**config.mk**
```make
export PLATFORM = sky130hd
export DESIGN_NAME = lcg_mixed_seed_generator
export DESIGN_NICKNAME = d
export VERILOG_FILES = /design/src/hw/rtl/lcgmx_pkg.sv /design/src/hw/rtl/lcg_mixed_seed_generator.sv /design/src/hw/rtl/lcgmx_seq.sv /design/src/hw/rtl/lcgmx_dp.sv
export SDC_FILE = /design/constraint.sdc
export NUM_CORES = 2
export LEC_CHECK = 0
export BUFFER_PORTS_ARGS = -buffer_cell sky130_fd_sc_hd__buf_2
export CAP_MARGIN = 20
export CORE_MARGIN = 3
export CORE_UTILIZATION = 65
export DETAILED_ROUTE_END_ITERATION = 8
export PLACE_DENSITY = 0.9
export SLEW_MARGIN = 10
export SYNTH_ARGS = -nofsm -noshare
export SYNTH_HDL_FRONTEND = slang
export SYNTH_HIERARCHICAL = 1
export SYNTH_SLANG_ARGS = --single-unit
```
**constraint.sdc**
```tcl
create_clock -name clk -period 9.8 [get_ports clk]
set_input_delay 1.96 -clock clk [delete_from_list [all_inputs] [get_ports clk]]
set_output_delay 1.96 -clock clk [all_outputs]
set_load 0.005 [all_outputs]
```
**src/hw/rtl/lcgmx_pkg.sv**
```systemverilog
// Shared types, constants and the microcode program for the seed mixer.
`default_nettype none
package lcgmx_pkg;

	// drand48 generator constants
	localparam logic [47:0] LCG_MUL    = 48'h0005_DEEC_E66D;
	localparam logic [47:0] LCG_INC    = 48'h0000_0000_000B;
	localparam int          HALF_W     = 24;
	localparam logic [23:0] LCG_MUL_LO = LCG_MUL[23:0];
	localparam logic [23:0] LCG_MUL_HI = LCG_MUL[47:24];

	localparam int          MAX_ROUNDS = 4;
	localparam int          RND_W      = 3;

	// acceptance window for the candidate popcount
	localparam logic [4:0]  ONES_MIN   = 5'd5;
	localparam logic [4:0]  ONES_MAX   = 5'd11;

	typedef struct packed {
		logic signed [63:0] timer_sample;
		logic [31:0]        tick_count;
	} in_item_t;

	typedef struct packed {
		logic               accepted;
		logic [15:0]        seed;
		logic signed [63:0] mixed_value;
	} out_item_t;

	typedef enum logic [1:0] {
		MIX_HOLD,
		MIX_PRE,
		MIX_ADD_TIMER,
		MIX_STIR
	} mix_op_t;

	typedef enum logic [1:0] {
		MUL_L0_CLO,
		MUL_L0_CHI,
		MUL_L1_CLO
	} mul_sel_t;

	typedef enum logic [1:0] {
		ACC_HOLD,
		ACC_LOAD,
		ACC_ADD_HI,
		ACC_FINISH
	} acc_op_t;

	typedef enum logic [1:0] {
		SEQ_NEXT,
		SEQ_JUMP,
		SEQ_WAIT_IN,
		SEQ_EMIT
	} seq_op_t;

	typedef logic [2:0] step_t;

	localparam step_t STEP_IDLE   = 3'd0;
	localparam step_t STEP_MIXIN  = 3'd1;
	localparam step_t STEP_MULHI  = 3'd2;
	localparam step_t STEP_LCGWR  = 3'd3;
	localparam step_t STEP_STIR   = 3'd4;
	localparam step_t STEP_EMIT   = 3'd5;
	localparam step_t STEP_RLOOP0 = 3'd6;
	localparam step_t STEP_RLOOP1 = 3'd7;

	typedef struct packed {
		mix_op_t  mix_op;
		mul_sel_t mul_sel;
		acc_op_t  acc_op;
		logic     rnd_inc;
		seq_op_t  seq_op;
		step_t    target;
	} uword_t;

	// sequencer -> datapath
	typedef struct packed {
		mix_op_t  mix_op;
		mul_sel_t mul_sel;
		acc_op_t  acc_op;
		logic     rnd_inc;
		logic     take_in;
		logic     emit;
	} dp_ctl_t;

	// datapath -> sequencer
	typedef struct packed {
		logic loop_req;
		logic out_busy;
	} dp_sts_t;

	function automatic uword_t ucode(input step_t pc);
		uword_t w;
		w = '{MIX_HOLD, MUL_L0_CLO, ACC_HOLD, 1'b0, SEQ_NEXT, STEP_IDLE};
		case (pc)
			STEP_IDLE:   w = '{MIX_PRE, MUL_L0_CLO, ACC_HOLD, 1'b0, SEQ_WAIT_IN, STEP_IDLE};
			STEP_MIXIN:  w = '{MIX_ADD_TIMER, MUL_L0_CHI, ACC_LOAD, 1'b0, SEQ_NEXT, STEP_IDLE};
			STEP_MULHI:  w = '{MIX_HOLD, MUL_L1_CLO, ACC_ADD_HI, 1'b0, SEQ_NEXT, STEP_IDLE};
			STEP_LCGWR:  w = '{MIX_HOLD, MUL_L0_CLO, ACC_FINISH, 1'b0, SEQ_NEXT, STEP_IDLE};
			STEP_STIR:   w = '{MIX_STIR, MUL_L0_CLO, ACC_HOLD, 1'b1, SEQ_NEXT, STEP_IDLE};
			STEP_EMIT:   w = '{MIX_HOLD, MUL_L0_CLO, ACC_HOLD, 1'b0, SEQ_EMIT, STEP_RLOOP0};
			STEP_RLOOP0: w = '{MIX_HOLD, MUL_L0_CLO, ACC_HOLD, 1'b0, SEQ_JUMP, STEP_RLOOP1};
			STEP_RLOOP1: w = '{MIX_HOLD, MUL_L0_CHI, ACC_LOAD, 1'b0, SEQ_JUMP, STEP_MULHI};
			default:     w = '{MIX_HOLD, MUL_L0_CLO, ACC_HOLD, 1'b0, SEQ_JUMP, STEP_IDLE};
		endcase
		return w;
	endfunction

	function automatic logic [4:0] ones16(input logic [15:0] v);
		logic [4:0] n;
		n = 5'd0;
		for (int i = 0; i < 16; i++) begin
			n = n + 5'(v[i]);
		end
		return n;
	endfunction

endpackage
`default_nettype wire

```
**src/hw/rtl/lcg_mixed_seed_generator.sv**
```systemverilog
// Each item runs one LCG round; each repeated round (mix equal to the previous
// one) runs another, at most 4 rounds. No new input is taken until the result
// is emitted. The shared 24x24 multiplier takes three passes per LCG update and
// the microcode runs one step per cycle, except while waiting for input or out_ready.
// Reset: arst_n clears the LCG value, mix state and round counter to zero and
// empties the result register.
`default_nettype none
module lcg_mixed_seed_generator (
	input  wire                  clk,
	input  wire                  arst_n,
	input  wire                  in_valid,
	output logic                 in_ready,
	input  lcgmx_pkg::in_item_t  in_data,
	output logic                 out_valid,
	input  wire                  out_ready,
	output lcgmx_pkg::out_item_t out_data
);
	import lcgmx_pkg::*;

	dp_ctl_t ctl;
	dp_sts_t sts;

	lcgmx_seq u_seq (
		.clk      (clk),
		.arst_n   (arst_n),
		.in_valid (in_valid),
		.in_ready (in_ready),
		.sts      (sts),
		.ctl      (ctl)
	);

	lcgmx_dp u_dp (
		.clk       (clk),
		.arst_n    (arst_n),
		.ctl       (ctl),
		.sts       (sts),
		.in_data   (in_data),
		.out_valid (out_valid),
		.out_ready (out_ready),
		.out_data  (out_data)
	);

endmodule
`default_nettype wire

```
**src/hw/rtl/lcgmx_seq.sv**
```systemverilog
// Microcode sequencer: step counter, control ROM and conditional jumps.
`default_nettype none
module lcgmx_seq (
	input  wire                clk,
	input  wire                arst_n,
	input  wire                in_valid,
	output logic               in_ready,
	input  lcgmx_pkg::dp_sts_t sts,
	output lcgmx_pkg::dp_ctl_t ctl
);
	import lcgmx_pkg::*;

	step_t  pc_q;
	step_t  pc_d;
	uword_t w;

	always_ff @(posedge clk or negedge arst_n) begin
		if (!arst_n) begin
			pc_q <= STEP_IDLE;
		end else begin
			pc_q <= pc_d;
		end
	end

	always_comb begin
		w           = ucode(pc_q);
		in_ready    = (w.seq_op == SEQ_WAIT_IN);
		ctl.mix_op  = w.mix_op;
		ctl.mul_sel = w.mul_sel;
		ctl.acc_op  = w.acc_op;
		ctl.rnd_inc = w.rnd_inc;
		ctl.take_in = (w.seq_op == SEQ_WAIT_IN) && in_valid;
		ctl.emit    = (w.seq_op == SEQ_EMIT) && !sts.loop_req && !sts.out_busy;
		case (w.seq_op)
			SEQ_NEXT:    pc_d = pc_q + 3'd1;
			SEQ_JUMP:    pc_d = w.target;
			SEQ_WAIT_IN: pc_d = in_valid ? pc_q + 3'd1 : pc_q;
			SEQ_EMIT: begin
				// mix repeated the previous one and rounds remain: run another LCG round
				if (sts.loop_req) begin
					pc_d = w.target;
				end else if (sts.out_busy) begin
					pc_d = pc_q;
				end else begin
					pc_d = STEP_IDLE;
				end
			end
			default:     pc_d = STEP_IDLE;
		endcase
	end

endmodule
`default_nettype wire

```
**src/hw/rtl/lcgmx_dp.sv**
```systemverilog
// Datapath: mix register, shared 24x24 multiplier, LCG accumulator, result register.
`default_nettype none
module lcgmx_dp (
	input  wire                 clk,
	input  wire                 arst_n,
	input  lcgmx_pkg::dp_ctl_t  ctl,
	output lcgmx_pkg::dp_sts_t  sts,
	input  lcgmx_pkg::in_item_t in_data,
	output logic                out_valid,
	input  wire                 out_ready,
	output lcgmx_pkg::out_item_t out_data
);
	import lcgmx_pkg::*;

	logic [63:0]      timer_q;
	logic [15:0]      tick_q;
	logic [63:0]      mix_q;
	logic [63:0]      state_q;
	logic [47:0]      lcg_q;
	logic [47:0]      prod_q;
	logic [47:0]      acc_q;
	logic [RND_W-1:0] rnd_q;
	logic             out_valid_q;
	out_item_t        out_q;

	logic [23:0] mul_a;
	logic [23:0] mul_b;
	logic [15:0] seed;
	logic [4:0]  ones;

	always_comb begin
		case (ctl.mul_sel)
			MUL_L0_CLO: begin
				mul_a = lcg_q[HALF_W-1:0];
				mul_b = LCG_MUL_LO;
			end
			MUL_L0_CHI: begin
				mul_a = lcg_q[HALF_W-1:0];
				mul_b = LCG_MUL_HI;
			end
			MUL_L1_CLO: begin
				mul_a = lcg_q[47:HALF_W];
				mul_b = LCG_MUL_LO;
			end
			default: begin
				mul_a = lcg_q[HALF_W-1:0];
				mul_b = LCG_MUL_LO;
			end
		endcase
		seed         = mix_q[15:0] + tick_q;
		ones         = ones16(seed);
		sts.loop_req = (mix_q == state_q) && (rnd_q < RND_W'(MAX_ROUNDS));
		sts.out_busy = out_valid_q && !out_ready;
	end

	// scratch registers, no reset needed
	always_ff @(posedge clk) begin
		prod_q <= mul_a * mul_b;
		if (ctl.take_in) begin
			timer_q <= in_data.timer_sample;
			tick_q  <= in_data.tick_count[15:0];
		end
		case (ctl.mix_op)
			MIX_PRE:       mix_q <= {state_q[56:0], 7'b0} + {state_q[62:0], 1'b0};
			MIX_ADD_TIMER: mix_q <= mix_q + state_q + timer_q;
			MIX_STIR:      mix_q <= {16'b0, lcg_q} + {mix_q[62:0], 1'b0} + mix_q;
			default:       mix_q <= mix_q;
		endcase
		case (ctl.acc_op)
			ACC_LOAD:   acc_q <= prod_q;
			ACC_ADD_HI: acc_q <= {acc_q[47:HALF_W] + prod_q[HALF_W-1:0], acc_q[HALF_W-1:0]};
			default:    acc_q <= acc_q;
		endcase
		if (ctl.emit) begin
			out_q.mixed_value <= mix_q;
			out_q.seed        <= seed;
			out_q.accepted    <= seed[0] && (|seed[7:4]) && (|seed[11:8]) && seed[15]
				&& (ones >= ONES_MIN) && (ones <= ONES_MAX);
		end
	end

	always_ff @(posedge clk or negedge arst_n) begin
		if (!arst_n) begin
			state_q     <= '0;
			lcg_q       <= '0;
			rnd_q       <= '0;
			out_valid_q <= 1'b0;
		end else begin
			if (ctl.acc_op == ACC_FINISH) begin
				lcg_q <= acc_q + {prod_q[HALF_W-1:0], {HALF_W{1'b0}}} + LCG_INC;
			end
			if (ctl.take_in) begin
				rnd_q <= '0;
			end else if (ctl.rnd_inc) begin
				rnd_q <= rnd_q + 1'b1;
			end
			if (ctl.emit) begin
				state_q <= mix_q;
			end
			if (ctl.emit) begin
				out_valid_q <= 1'b1;
			end else if (out_ready) begin
				out_valid_q <= 1'b0;
			end
		end
	end

	assign out_valid = out_valid_q;
	assign out_data  = out_q;

endmodule
`default_nettype wire

```
==> metrics.yaml <==
run_status: "finished clean"
syn_inst: 4699
holdPathEnd: "u_dp/acc_q[41]"
start_kind: "flip-flop"
cts_tree: "yes"
overflow: 0
critPathMaxStageDelay_ps: 530
hold_viol_final: 0
cp_data_required_time_ps: 10270
synth_edf_count: 273
cts_resized: 0
top_layer: "met5"
tightestPinTransition_ps: 1190
routed-wl-met2_um: 63200
grt_max_degree: 80
max_cap_viol_count: 0
cp_max_fo: 24
synth_warnings: 6
slowest_stage: "fa_1"
finClkSkew_ps: 21.1
crit_path_end_kind: "flip-flop"
grt_usage_pct: 36.9
reg2reg_depth: 35
dieArea_um2: 74800
port_buffers: 166
num_rows: 97
m1WireLength_um: 51100
vias_per_cell: 6.41
netlist_area_um2: 46500
crit_arrival_ps: 9760
synthFlopType: "edfxtp_1"
ys_ff_latch: 440
antenna_cells: 0
syn_avg_cell_area_um2: 9.90
slew-limit-headroom_pct: 19.8
gp_congestion: 1.00
die_w_um: 274
min_path_type: "reg -> reg"
grt_antenna_before_repair: 2
clkSlewWorstSetupHoldPaths_ps: 60
io_pins: 183
hold_depth: 1
fmax_ghz: 0.108
setup_tns_ps: 0
cp_common_cell: "inv_1"
wl_per_cell_um: 23.8
min_period_ps: 9300
nNetsFinal: 5838
async_flop_share_pct: 27.0
ys_seq_area_share_pct: 26.1
ant_nets: 0
grt_pass1_wl_um: 213000
min-delay-start: "u_dp/prod_q[41]"
cts_hold_buf: 0
drt_iter0_markers: 4076
grt_setup_unrepaired: "false"
coreArea_um2: 70500
cts-htree-levels: 2
drc: 0
clock_latency_ps: 610
setup_violations: 0
cts_num_sinks: 440
synthDistinctLibCells: 98
r2r_start: "u_seq/pc_q[0]"
rr_endpoint: "u_dp/prod_q[38]"
initial_core_util_pct: 66.0
num_vias: 36873
layout_worst_path_cycle_share_pct: 94.9
dr.pass1.iters: 6
max-clock-path-buffers: 3
grt_pass1_vias: 38109
place_hpwl_um: 110000
syn2layout_area_growth_pct: 7.04
layout-drive-gt1-share_pct: 9.45
met3_length_um: 13700
cts_setup_buffers: 0
cts_buffers: 46
wl_um: 137000
crit_type: "reg -> reg"
slew_violations: 0
die_h_um: 274
cts-root-buf: "clkbuf_16"
rrSetupSlack_ps: 500
[routing by layer]
metal	up-vias	GRT usage (%)
met5	-	0
met4	2	20.9
met3	543	7.89
met2	2150	59.5
met1	17833	46.4
li1	16345	-
[sequential cells by signal, summed over array words and instances, names as in the netlist]
| name | flops |
|---|---|
| u_dp/out_valid | 1 |
| u_dp/mix_q | 64 |
| u_dp/timer_q | 64 |
| u_dp/acc_q | 48 |
| u_dp/out_data | 81 |
| u_seq/pc_q | 3 |
| u_dp/state_q | 64 |
| u_dp/tick_q | 16 |
| u_dp/rnd_q | 3 |
| u_dp/lcg_q | 48 |
| u_dp/prod_q | 48 |
[synth_stat cells, types with 6 or more instances]
cell	n	area share (%)
inv_1	661	5.3
ha_1	500	13
fa_1	461	20
a21oi_1	349	3.8
nand2_1	308	2.5
edfxtp_1	273	18
nor2_1	226	1.8
xnor2_1	205	3.9
o21ai_0	195	2.1
a21o_1	160	2.6
xor2_1	143	2.7
clkbuf_1	138	1.1
mux2_2	121	2.9
dfrtp_1	119	6.4
nand4_1	81	1.1
o21bai_1	63	1.0
nand3_1	60	0.65
nor2b_1	57	0.77
dfxtp_1	48	2.1
nor3_1	41	0.44
a211oi_1	33	0.53
o21a_1	32	0.52
o211ai_1	30	0.48
a31oi_1	29	0.39
and3_1	29	0.39
nand2b_1	24	0.32
nor4_1	23	0.31
and2_1	19	0.26
mux2i_1	19	0.41
buf_1	17	0.14
a221oi_1	13	0.24
or3_1	13	0.17
a41oi_1	12	0.23
o31ai_1	12	0.19
or2_2	10	0.13
o221ai_1	9	0.17
o22ai_1	9	0.12
a211o_1	8	0.15
o21ai_1	8	0.086
a21boi_0	7	0.11
and4_1	7	0.13
buf_2	7	0.075
o41ai_1	7	0.13
a221o_1	6	0.13
nand3b_1	6	0.097
[layout make-up]
type | count | area (um^2)
Clock buffer | 66 | 1410
Clock inverter | 20 | 214
Fill cell | 5044 | 20700
Inverter | 662 | 2480
Multi-Input combinational cell | 3432 | 31300
Sequential cell | 440 | 12100
Tap cell | 940 | 1180
Timing Repair Buffer | 195 | 1060
[through the flow]
step | hold WS (ps) | setup WS (ps) | area (um^2) | instances | util [%]
finish | 531 | 501 | 49800 | 5755 | 70.6
global route | 553 | 133 | 49800 | 5755 | 70.6
CTS | 533 | 428 | 49800 | 5754 | 70.6
detailed placement | 518 | 467 | 48200 | 5668 | 68.3
global placement | 512 | 863 | 48200 | 5668 | 68.3
floorplan | 490 | 1210 | 46500 | 4700 | -
[worst max path at each step]
stage	startpoint	end
3_5_place_dp	u_seq/pc_q[0]	u_dp/prod_q[38]
2_1_floorplan	u_seq/pc_q[0]	u_dp/prod_q[38]
6_report	u_seq/pc_q[0]	u_dp/prod_q[38]
5_1_grt	u_seq/pc_q[0]	u_dp/prod_q[38]
4_1_cts	u_seq/pc_q[0]	u_dp/prod_q[38]
3_3_place_gp	u_seq/pc_q[0]	u_dp/prod_q[45]
[kinds of logic (layout without fill, tap and decap cells)]
logic type	count (synthesis)	in the layout	share of synthesized area (%)
adder cells (fa/ha/maj)	961	961	33.3
multiplexers	141	141	3.37
buffers and inverters	828	943	6.73
flip-flops	440	440	26.1
XOR/XNOR	348	348	6.55
AO/OA/AOI/OAI	1053	1053	14.5
other	1	2	0.00806
AND/OR/NAND/NOR	927	927	9.53
[worst max-delay path, delay by kind of cell (launching register included)]
family | cells | cell delay, ps
AOI/OAI and AO/OA | 9 | 1880
adders and majority gates | 9 | 3810
xor gates and xnor gates | 1 | 190
and+or+nand+nor | 6 | 1410
muxes | 1 | 250
DFF | 1 | 430
buffers and inverters | 9 | 1170
[placed cells by master (no fill, tap or decap), types with 17 or more instances in the layout]
cell type | netlist | final
inv_1 | 661 | 661
ha_1 | 500 | 497
fa_1 | 461 | 461
a21oi_1 | 349 | 349
nand2_1 | 308 | 307
edfxtp_1 | 273 | 273
nor2_1 | 226 | 226
xnor2_1 | 205 | 204
o21ai_0 | 195 | 195
buf_2 | 7 | 165
a21o_1 | 160 | 160
xor2_1 | 143 | 143
mux2_2 | 121 | 121
dfrtp_1 | 119 | 119
nand4_1 | 81 | 81
o21bai_1 | 63 | 63
nand3_1 | 60 | 60
nor2b_1 | 57 | 54
clkbuf_16 | 0 | 51
dfxtp_1 | 48 | 48
nor3_1 | 41 | 41
a211oi_1 | 33 | 33
o21a_1 | 32 | 32
o211ai_1 | 30 | 30
a31oi_1 | 29 | 29
and3_1 | 29 | 29
buf_4 | 1 | 28
nand2b_1 | 24 | 24
nor4_1 | 23 | 22
mux2i_1 | 19 | 19
and2_1 | 19 | 17
Power is not shown: default switching activity piles up to over one toggle a cycle in this logic, so the estimate is an artifact.
